[src/hdl/mmh64a_pkg.sv]
// ----------------------------------------------------------------------------
// mmh64a_pkg
// Constants, operation codes and control/status types shared by the
// hash unit's controller and datapath.
// ----------------------------------------------------------------------------
package mmh64a_pkg;

    localparam logic [63:0] HASH_SEED  = 64'h5053_E8BB_AB66_9952;
    localparam logic [63:0] HASH_MUL   = 64'hC6A4_A793_5BD1_E995;
    localparam int          HASH_SHIFT = 47;
    localparam logic [15:0] COUNT_MAX  = 16'hFFFF;
    localparam logic [3:0]  WORD_BYTES = 4'd8;

    typedef enum logic [2:0] {
        OP_SEED,
        OP_WORD,
        OP_KMIX,
        OP_HFULL,
        OP_HTAIL,
        OP_HAVAL
    } mmh_op_t;

    typedef struct packed {
        logic    load;
        logic    mul_start;
        mmh_op_t op;
    } mmh_cmd_t;

    typedef struct packed {
        logic first;
        logic last;
        logic full;
        logic empty;
        logic mul_done;
        logic out_free;
    } mmh_status_t;

endpackage

[src/hdl/mmh64a_mul.sv]
// ----------------------------------------------------------------------------
// mmh64a_mul
// Multiplies a 64-bit operand by the hash constant modulo 2^64, using one
// 32x32 multiplier for the low-low, low-high and high-low partial products.
// ----------------------------------------------------------------------------
module mmh64a_mul (
    input  logic        aclk,
    input  logic        aresetn,
    input  logic        start,
    input  logic [63:0] operand,
    output logic        busy,
    output logic        done,
    output logic [63:0] result
);

    localparam logic [31:0] MUL_LO = mmh64a_pkg::HASH_MUL[31:0];
    localparam logic [31:0] MUL_HI = mmh64a_pkg::HASH_MUL[63:32];

    logic [63:0] a_reg;
    logic [1:0]  step_reg;
    logic        busy_reg;
    logic        done_reg;
    logic [31:0] acc_lo_reg;
    logic [31:0] acc_hi_reg;

    logic [31:0] mul_a;
    logic [31:0] mul_b;
    logic [63:0] prod;

    always_comb begin
        mul_a = (step_reg == 2'd2) ? a_reg[63:32] : a_reg[31:0];
        mul_b = (step_reg == 2'd1) ? MUL_HI : MUL_LO;
        prod  = 64'(mul_a) * 64'(mul_b);
    end

    always_ff @(posedge aclk) begin
        if (!aresetn) begin
            busy_reg <= 1'b0;
            done_reg <= 1'b0;
            step_reg <= 2'd0;
        end else begin
            done_reg <= 1'b0;
            if (start && !busy_reg) begin
                busy_reg <= 1'b1;
                step_reg <= 2'd0;
            end else if (busy_reg) begin
                if (step_reg == 2'd2) begin
                    busy_reg <= 1'b0;
                    done_reg <= 1'b1;
                    step_reg <= 2'd0;
                end else begin
                    step_reg <= step_reg + 2'd1;
                end
            end
        end
    end

    always_ff @(posedge aclk) begin
        if (start && !busy_reg) begin
            a_reg <= operand;
        end
        if (busy_reg) begin
            if (step_reg == 2'd0) begin
                acc_lo_reg <= prod[31:0];
                acc_hi_reg <= prod[63:32];
            end else begin
                acc_hi_reg <= acc_hi_reg + prod[31:0];
            end
        end
    end

    assign busy   = busy_reg;
    assign done   = done_reg;
    assign result = {acc_hi_reg, acc_lo_reg};

endmodule

[src/hdl/mmh64a_datapath.sv]
// ----------------------------------------------------------------------------
// mmh64a_datapath
// Item registers, running hash, byte counters, operand selection for the
// shared multiplier and the result register.
// ----------------------------------------------------------------------------
module mmh64a_datapath (
    input  logic                      aclk,
    input  logic                      aresetn,
    input  mmh64a_pkg::mmh_cmd_t      cmd,
    output mmh64a_pkg::mmh_status_t   status,
    input  logic [63:0]               s_word,
    input  logic [3:0]                s_byte_count,
    input  logic                      s_first,
    input  logic                      s_last,
    input  logic [15:0]               s_total_length,
    output logic                      m_valid,
    input  logic                      m_ready,
    output logic [63:0]               m_hash_value,
    output logic                      m_length_mismatch
);

    logic [63:0] word_reg;
    logic [3:0]  n_reg;
    logic        first_reg;
    logic        last_reg;
    logic [15:0] tlen_reg;
    logic [63:0] hash_reg;
    logic [63:0] k_reg;
    logic [15:0] bytes_seen_reg;
    logic [15:0] declared_reg;
    logic        m_valid_reg;
    logic [63:0] m_hash_value_reg;
    logic        m_length_mismatch_reg;

    logic [3:0]  n_eff;
    logic [63:0] byte_mask;
    logic [15:0] count_base;
    logic [16:0] count_sum;
    logic [15:0] count_next;
    logic [63:0] mul_operand;
    logic        mul_busy;
    logic        mul_done;
    logic [63:0] mul_result;

    always_comb begin
        n_eff = (s_byte_count > mmh64a_pkg::WORD_BYTES) ? mmh64a_pkg::WORD_BYTES
                                                        : s_byte_count;
        for (int i = 0; i < 8; i++) begin
            byte_mask[8*i +: 8] = (4'(i) < n_eff) ? 8'hFF : 8'h00;
        end
        count_base = s_first ? 16'd0 : bytes_seen_reg;
        count_sum  = 17'(count_base) + 17'(n_eff);
        count_next = count_sum[16] ? mmh64a_pkg::COUNT_MAX : count_sum[15:0];
    end

    always_comb begin
        case (cmd.op)
            mmh64a_pkg::OP_SEED:  mul_operand = {48'd0, tlen_reg};
            mmh64a_pkg::OP_WORD:  mul_operand = word_reg;
            mmh64a_pkg::OP_KMIX:  mul_operand = k_reg ^ (k_reg >> mmh64a_pkg::HASH_SHIFT);
            mmh64a_pkg::OP_HFULL: mul_operand = hash_reg ^ k_reg;
            mmh64a_pkg::OP_HTAIL: mul_operand = hash_reg ^ word_reg;
            mmh64a_pkg::OP_HAVAL:
                mul_operand = hash_reg ^ (hash_reg >> mmh64a_pkg::HASH_SHIFT);
            default:              mul_operand = 64'd0;
        endcase
    end

    mmh64a_mul u_mul (
        .aclk    (aclk),
        .aresetn (aresetn),
        .start   (cmd.mul_start),
        .operand (mul_operand),
        .busy    (mul_busy),
        .done    (mul_done),
        .result  (mul_result)
    );

    always_ff @(posedge aclk) begin
        if (!aresetn) begin
            hash_reg       <= 64'd0;
            bytes_seen_reg <= 16'd0;
            declared_reg   <= 16'd0;
            m_valid_reg    <= 1'b0;
        end else begin
            if (cmd.load) begin
                bytes_seen_reg <= count_next;
                if (s_first) begin
                    declared_reg <= s_total_length;
                end
            end
            if (m_valid_reg && m_ready) begin
                m_valid_reg <= 1'b0;
            end
            if (mul_done) begin
                case (cmd.op)
                    mmh64a_pkg::OP_SEED:  hash_reg <= mmh64a_pkg::HASH_SEED ^ mul_result;
                    mmh64a_pkg::OP_HFULL: hash_reg <= mul_result;
                    mmh64a_pkg::OP_HTAIL: hash_reg <= mul_result;
                    mmh64a_pkg::OP_HAVAL: m_valid_reg <= 1'b1;
                    default: ;
                endcase
            end
        end
    end

    always_ff @(posedge aclk) begin
        if (cmd.load) begin
            word_reg  <= s_word & byte_mask;
            n_reg     <= n_eff;
            first_reg <= s_first;
            last_reg  <= s_last;
            tlen_reg  <= s_total_length;
        end
        if (mul_done) begin
            case (cmd.op)
                mmh64a_pkg::OP_WORD: k_reg <= mul_result;
                mmh64a_pkg::OP_KMIX: k_reg <= mul_result;
                mmh64a_pkg::OP_HAVAL: begin
                    m_hash_value_reg      <= mul_result
                                             ^ (mul_result >> mmh64a_pkg::HASH_SHIFT);
                    m_length_mismatch_reg <= (bytes_seen_reg != declared_reg);
                end
                default: ;
            endcase
        end
    end

    assign status.first    = first_reg;
    assign status.last     = last_reg;
    assign status.full     = (n_reg == mmh64a_pkg::WORD_BYTES);
    assign status.empty    = (n_reg == 4'd0);
    assign status.mul_done = mul_done;
    assign status.out_free = !m_valid_reg || m_ready;

    assign m_valid           = m_valid_reg;
    assign m_hash_value      = m_hash_value_reg;
    assign m_length_mismatch = m_length_mismatch_reg;

    a_start_idle: assert property (@(posedge aclk) disable iff (!aresetn)
        cmd.mul_start |-> !mul_busy)
        else $error("Multiplier started while busy.");

    a_load_idle: assert property (@(posedge aclk) disable iff (!aresetn)
        cmd.load |-> !mul_busy && !cmd.mul_start)
        else $error("Item loaded while a multiplication is in flight.");

    a_result_posted: assert property (@(posedge aclk) disable iff (!aresetn)
        mul_done && cmd.op == mmh64a_pkg::OP_HAVAL |=> m_valid_reg)
        else $error("Finished hash was not posted to the result register.");

    a_no_overwrite: assert property (@(posedge aclk) disable iff (!aresetn)
        mul_done && cmd.op == mmh64a_pkg::OP_HAVAL |-> !m_valid_reg)
        else $error("Result register overwritten before its transfer.");

endmodule

[src/hdl/mmh64a_ctrl.sv]
// ----------------------------------------------------------------------------
// mmh64a_ctrl
// Sequencer that steps each accepted item through what it needs of seeding,
// word mixing, tail folding and the final avalanche on the shared multiplier.
// ----------------------------------------------------------------------------
module mmh64a_ctrl (
    input  logic                      aclk,
    input  logic                      aresetn,
    input  logic                      s_valid,
    output logic                      s_ready,
    output mmh64a_pkg::mmh_cmd_t      cmd,
    input  mmh64a_pkg::mmh_status_t   status
);

    typedef enum logic [3:0] {
        S_IDLE,
        S_DISPATCH,
        S_SEED,
        S_WORD,
        S_KMIX,
        S_HFULL,
        S_HTAIL,
        S_AVAL_WAIT,
        S_AVAL
    } state_t;

    state_t state_reg;
    state_t state_next;
    state_t body_state;
    state_t end_state;
    logic   start_reg;
    logic   start_next;

    always_comb begin
        end_state  = status.last ? S_AVAL_WAIT : S_IDLE;
        body_state = status.full ? S_WORD : (!status.empty ? S_HTAIL : end_state);
        state_next = state_reg;
        case (state_reg)
            S_IDLE:      if (s_valid) state_next = S_DISPATCH;
            S_DISPATCH:  state_next = status.first ? S_SEED : body_state;
            S_SEED:      if (status.mul_done) state_next = body_state;
            S_WORD:      if (status.mul_done) state_next = S_KMIX;
            S_KMIX:      if (status.mul_done) state_next = S_HFULL;
            S_HFULL:     if (status.mul_done) state_next = end_state;
            S_HTAIL:     if (status.mul_done) state_next = end_state;
            S_AVAL_WAIT: if (status.out_free) state_next = S_AVAL;
            S_AVAL:      if (status.mul_done) state_next = S_IDLE;
            default:     state_next = S_IDLE;
        endcase
        start_next = (state_next != state_reg)
                     && (state_next inside {S_SEED, S_WORD, S_KMIX, S_HFULL,
                                            S_HTAIL, S_AVAL});
    end

    always_ff @(posedge aclk) begin
        if (!aresetn) begin
            state_reg <= S_IDLE;
            start_reg <= 1'b0;
        end else begin
            state_reg <= state_next;
            start_reg <= start_next;
        end
    end

    assign s_ready = (state_reg == S_IDLE);

    always_comb begin
        cmd.load      = s_valid && s_ready;
        cmd.mul_start = start_reg;
        case (state_reg)
            S_SEED:  cmd.op = mmh64a_pkg::OP_SEED;
            S_WORD:  cmd.op = mmh64a_pkg::OP_WORD;
            S_KMIX:  cmd.op = mmh64a_pkg::OP_KMIX;
            S_HFULL: cmd.op = mmh64a_pkg::OP_HFULL;
            S_HTAIL: cmd.op = mmh64a_pkg::OP_HTAIL;
            S_AVAL:  cmd.op = mmh64a_pkg::OP_HAVAL;
            default: cmd.op = mmh64a_pkg::OP_SEED;
        endcase
    end

    a_done_in_op: assert property (@(posedge aclk) disable iff (!aresetn)
        status.mul_done |-> state_reg == S_SEED || state_reg == S_WORD
                         || state_reg == S_KMIX || state_reg == S_HFULL
                         || state_reg == S_HTAIL || state_reg == S_AVAL)
        else $error("Multiplier finished outside an operation state.");

    a_dispatch_after_load: assert property (@(posedge aclk) disable iff (!aresetn)
        cmd.load |=> state_reg == S_DISPATCH)
        else $error("Accepted item was not dispatched.");

    a_single_start: assert property (@(posedge aclk) disable iff (!aresetn)
        cmd.mul_start |=> !cmd.mul_start)
        else $error("Multiplier start held for more than one cycle.");

endmodule

[src/hdl/murmurhash64a_stream_unit.sv]
// Items of 1 to 7 bytes fold in a tail, items of 8 bytes mix a full word and
// empty items add nothing; a first item also seeds the hash and a last item
// runs the avalanche once the result register is free. One item at a time is
// taken; each needs up to five 64-bit products on the single 32x32 multiplier.
// Reset (aresetn low, synchronous) clears the running hash and byte counts to
// zero and empties the result register.
// ----------------------------------------------------------------------------
// murmurhash64a_stream_unit
// Streaming MurmurHash64A with a fixed seed over little-endian 64-bit words,
// with a declared-length check on the final transfer.
// ----------------------------------------------------------------------------
module murmurhash64a_stream_unit (
    input  logic        aclk,
    input  logic        aresetn,
    input  logic        s_valid,
    output logic        s_ready,
    input  logic [63:0] s_word,
    input  logic [3:0]  s_byte_count,
    input  logic        s_first,
    input  logic        s_last,
    input  logic [15:0] s_total_length,
    output logic        m_valid,
    input  logic        m_ready,
    output logic [63:0] m_hash_value,
    output logic        m_length_mismatch
);

    mmh64a_pkg::mmh_cmd_t    cmd;
    mmh64a_pkg::mmh_status_t status;

    mmh64a_ctrl u_ctrl (
        .aclk    (aclk),
        .aresetn (aresetn),
        .s_valid (s_valid),
        .s_ready (s_ready),
        .cmd     (cmd),
        .status  (status)
    );

    mmh64a_datapath u_datapath (
        .aclk              (aclk),
        .aresetn           (aresetn),
        .cmd               (cmd),
        .status            (status),
        .s_word            (s_word),
        .s_byte_count      (s_byte_count),
        .s_first           (s_first),
        .s_last            (s_last),
        .s_total_length    (s_total_length),
        .m_valid           (m_valid),
        .m_ready           (m_ready),
        .m_hash_value      (m_hash_value),
        .m_length_mismatch (m_length_mismatch)
    );

endmodule
[config.mk]
export PLATFORM = sky130hd
export DESIGN_NAME = murmurhash64a_stream_unit
export DESIGN_NICKNAME = d
export VERILOG_FILES = /design/src/hdl/mmh64a_pkg.sv /design/src/hdl/mmh64a_mul.sv /design/src/hdl/mmh64a_datapath.sv /design/src/hdl/mmh64a_ctrl.sv /design/src/hdl/murmurhash64a_stream_unit.sv
export SDC_FILE = /design/constraint.sdc
export NUM_CORES = 2
export LEC_CHECK = 0
export BUFFER_PORTS_ARGS = -buffer_cell sky130_fd_sc_hd__buf_2
export CAP_MARGIN = 20
export CORE_MARGIN = 2
export CORE_UTILIZATION = 30
export DETAILED_ROUTE_END_ITERATION = 8
export GPL_TIMING_DRIVEN = 1
export SYNTH_ARGS = -nofsm -noshare
export SYNTH_HDL_FRONTEND = slang
export SYNTH_SLANG_ARGS = --single-unit
[constraint.sdc]
create_clock -name aclk -period 11.51 [get_ports aclk]
set_input_delay 1.151 -clock aclk [delete_from_list [all_inputs] [get_ports aclk]]
set_output_delay 1.151 -clock aclk [all_outputs]
set_load 0.05 [all_outputs]
==> reports/qor.txt <==
=========================================================================================
Die Span Y                                                                         390 um
Reg2reg end                                                                  u_datapath.u_mul.acc_hi_reg[31]$_DFFE_PP_
Setup slack on the worst flop-to-flop path                                         780 ps
Capturing element of the worst setup path                                    u_datapath.u_mul.acc_hi_reg[31]$_DFFE_PP_
I/O Buffers                                                                           156
Global-route wire length before repair                                          216000 um
Antenna Violating Nets Remaining                                                        0
Max-slew violation total from the final report                                          0
CP dominant cell by count                                                            ha_1
Post-synthesis average cell area                                                10.7 um^2
Nets                                                                                 5424
Clock-pin slew on the worst setup and hold paths                                    60 ps
Largest incremental delay on the critical path                                     920 ps
Total I/O pin count                                                                   157
Final TNS setup                                                                      0 ps
DRC violation count after routing                                                       0
Adder and majority gate portion of the synthesized area                             39.7%
Multiplexer share of the synthesized area                                           2.37%
Post-synthesis share of cell area spent on and, or, nand and nor gates              7.08%
Worst min-delay path startpoint                                              u_datapath.declared_reg[14]$_SDFFE_PN0P_
CP Max Fanout                                                                          15
Router iterations before antenna repair                                                 7
Sequential-to-total area share from yosys stat                                      27.7%
Post-placement cell count                                                            6160
Area inside the core boundary                                                 148000 um^2
Path type of the worst min-delay path                                        register to register
Overall routing resource usage                                                      19.1%
Unique masters post-synth                                                              78
Number of hold violations in the final report                                           0
Wire per inst                                                                     23.4 um
Die extent in x                                                                    390 um
Beginning of the critical path                                               u_datapath.u_mul.step_reg[1]$_SDFFE_PP0P_
Status                                                                       complete, no violations
Slew HR                                                                             25.1%
Deepest clock path buffer count                                                         3
FF/Latch Area                                                                  12400 um^2
Worst Skew                                                                        47.2 ps
Synth Instances                                                                      4170
Final setup vio count                                                                   0
CTS Root Buffer Type                                                            clkbuf_16
Final weighted congestion in routability-driven placement                           0.981
Setup repair after global routing missed its margin                                 false
Half-perimeter wire length after detailed placement                             121000 um
Slew of the pin with the lowest slew margin                                       1090 ps
Proportion of register bits with asynchronous set or reset after synthesis             0%
Total standard cell area after synthesis                                       44800 um^2
Via count of the first global-routing pass                                          32.0k
Depth of the most critical reg-to-reg path                                             35
# rows                                                                                141
Hold Worst Slack                                                                   468 ps
Number of buffers inserted to repair setup after CTS                                    0
Total via count after detailed routing                                              31.1k
Number of antenna violations at the first check in global routing                       7
Post-layout minimum cycle time                                                   10730 ps
Element type at the critical path start                                          register
Number of gates resized after cts                                                       0
Crit. End Element                                                                register
Area used by multi-input combinational logic                                   28900 um^2
Synthesis warning total                                                                 0
Via density                                                                          4.97
Data required time of the critical path                                          11950 ps
Critical Setup Path Class                                                    register to register
Share of post-route cells with drive strength above 1                               8.17%
Synthesis-stage register bit count                                                    449
Signal arrival time at the worst endpoint                                        11160 ps
Highest-delay cell along the critical path                                        mux2i_1
Maximum level of the CTS H-tree                                                         2
Floorplan die area                                                            152000 um^2
Clock tree from TritonCTS                                                             yes
Highest-count cells in the layout ignoring fill and taps                     786 x inv_1, 617 x fa_1, 436 x ha_1
Number of max-capacitance violations reported                                           0
Source-to-sink clock delay at the later pin of the worst-skew pair                 610 ps
Compound-Gate Fraction of Synth Area                                                9.87%
Final cycle utilization of the critical path                                        93.2%
Post-synthesis to final-layout area growth                                          10.9%
Number of enable flip-flop cells after synthesis                                      343
Post-Synth XOR/XNOR Area                                                            5.28%
Inserted Clock Buffers                                                                 49
Pin count of the biggest net entering global routing                                   91
WL final                                                                        146000 um
Number of filler instances in the final layout                                      14.8k
Filler-free cell count of the finished design                                        6253
Total global routing overflow                                                           0
Highest clock rate                                                               93.2 MHz
Initial cell density of the core                                                    30.3%
Clock sink count                                                                      449
# hold bufs at CTS                                                                      0
Most frequent standard cell in the layout excluding fill and tap cells              inv_1
Worst reg2reg path startpoint                                                u_datapath.u_mul.step_reg[1]$_SDFFE_PP0P_
Combinational family with the most area after synthesis                       adder cells
Starting DRT DRC Count                                                               3137
Top_reg_cell synth                                                               edfxtp_1
=========================================================================================
==> final cells by class <==
cell class                      instances  area share (%)
Multi-Input combinational cell       2785            58.2
Sequential cell                       449            25.0
Inverter                              790            5.98
Tap cell                             1930            4.86
Clock buffer                           60            2.61
Timing Repair Buffer                  206            2.33
Clock inverter                         32           0.972
Antenna cell                            1         0.00504
==> cells by family after synthesis <==
kind of cell,count (synthesis)
buf+inv,940
simple gates,701
flops,449
other cells,2
compound gates,650
xor+xnor,270
mux,105
fa+ha+maj,1053
==> per-layer routing <==
layer  vias up  track usage [%]  routed length, um
met5         -                0                  0
met4         0             4.48               3680
met3       154             2.48               8700
met2      1046             31.6              69900
met1     15900             26.6              64200
li1      13900                -                  -
==> cells in the mapped netlist, types with 38 or more instances <==
cell | number | area, um^2
clkbuf_1 | 131 | 492
fa_1 | 617 | 12400
a222oi_1 | 48 | 480
a21oi_1 | 143 | 716
nor2_1 | 137 | 514
inv_1 | 788 | 2960
o21ai_0 | 141 | 706
a21boi_0 | 44 | 330
a21boi_1 | 38 | 285
mux2i_1 | 95 | 951
dfxtp_1 | 106 | 2120
nand2_1 | 335 | 1260
ha_1 | 436 | 5460
a21o_1 | 51 | 383
nor2b_1 | 70 | 438
xnor2_1 | 104 | 911
edfxtp_1 | 343 | 10300
xor2_1 | 166 | 1450
==> critical path, delay by kind of cell, from the launching register on <==
family          cells  cell delay (ps)
xor+xnor            2              360
buf+inv             4             1220
flops               1              470
compound gates     13             2760
mux                 1              920
simple gates        5             1450
fa+ha+maj          10             3410
==> metrics by stage <==
| stage | utilization (%) | worst slack, ps | area [um^2] |
|---|---|---|---|
| 2_1_floorplan | - | 2270 | 44800 |
| 3_3_place_gp | 32.4 | 1060 | 47900 |
| 3_5_place_dp | 32.4 | 905 | 47900 |
| 4_1_cts | 33.6 | 925 | 49700 |
| 5_1_grt | 33.6 | 238 | 49700 |
| 6_report | 33.6 | 783 | 49700 |
==> worst min-delay path by stage <==
stage | cells after the start | end | slack [ps]
floorplan | 0 | u_datapath.k_reg[19]$_DFFE_PP_ | 440
global placement | 2 | u_datapath.declared_reg[14]$_SDFFE_PN0P_ | 460
detailed placement | 2 | u_datapath.hash_reg[16]$_SDFFE_PN0P_ | 460
CTS | 2 | u_datapath.hash_reg[16]$_SDFFE_PN0P_ | 470
global route | 2 | u_datapath.hash_reg[16]$_SDFFE_PN0P_ | 490
finish | 2 | u_datapath.declared_reg[14]$_SDFFE_PN0P_ | 470
Power is left out: the tool's default activity adds up to more than one toggle a clock period on the data nets, which glitch-free logic cannot reach.
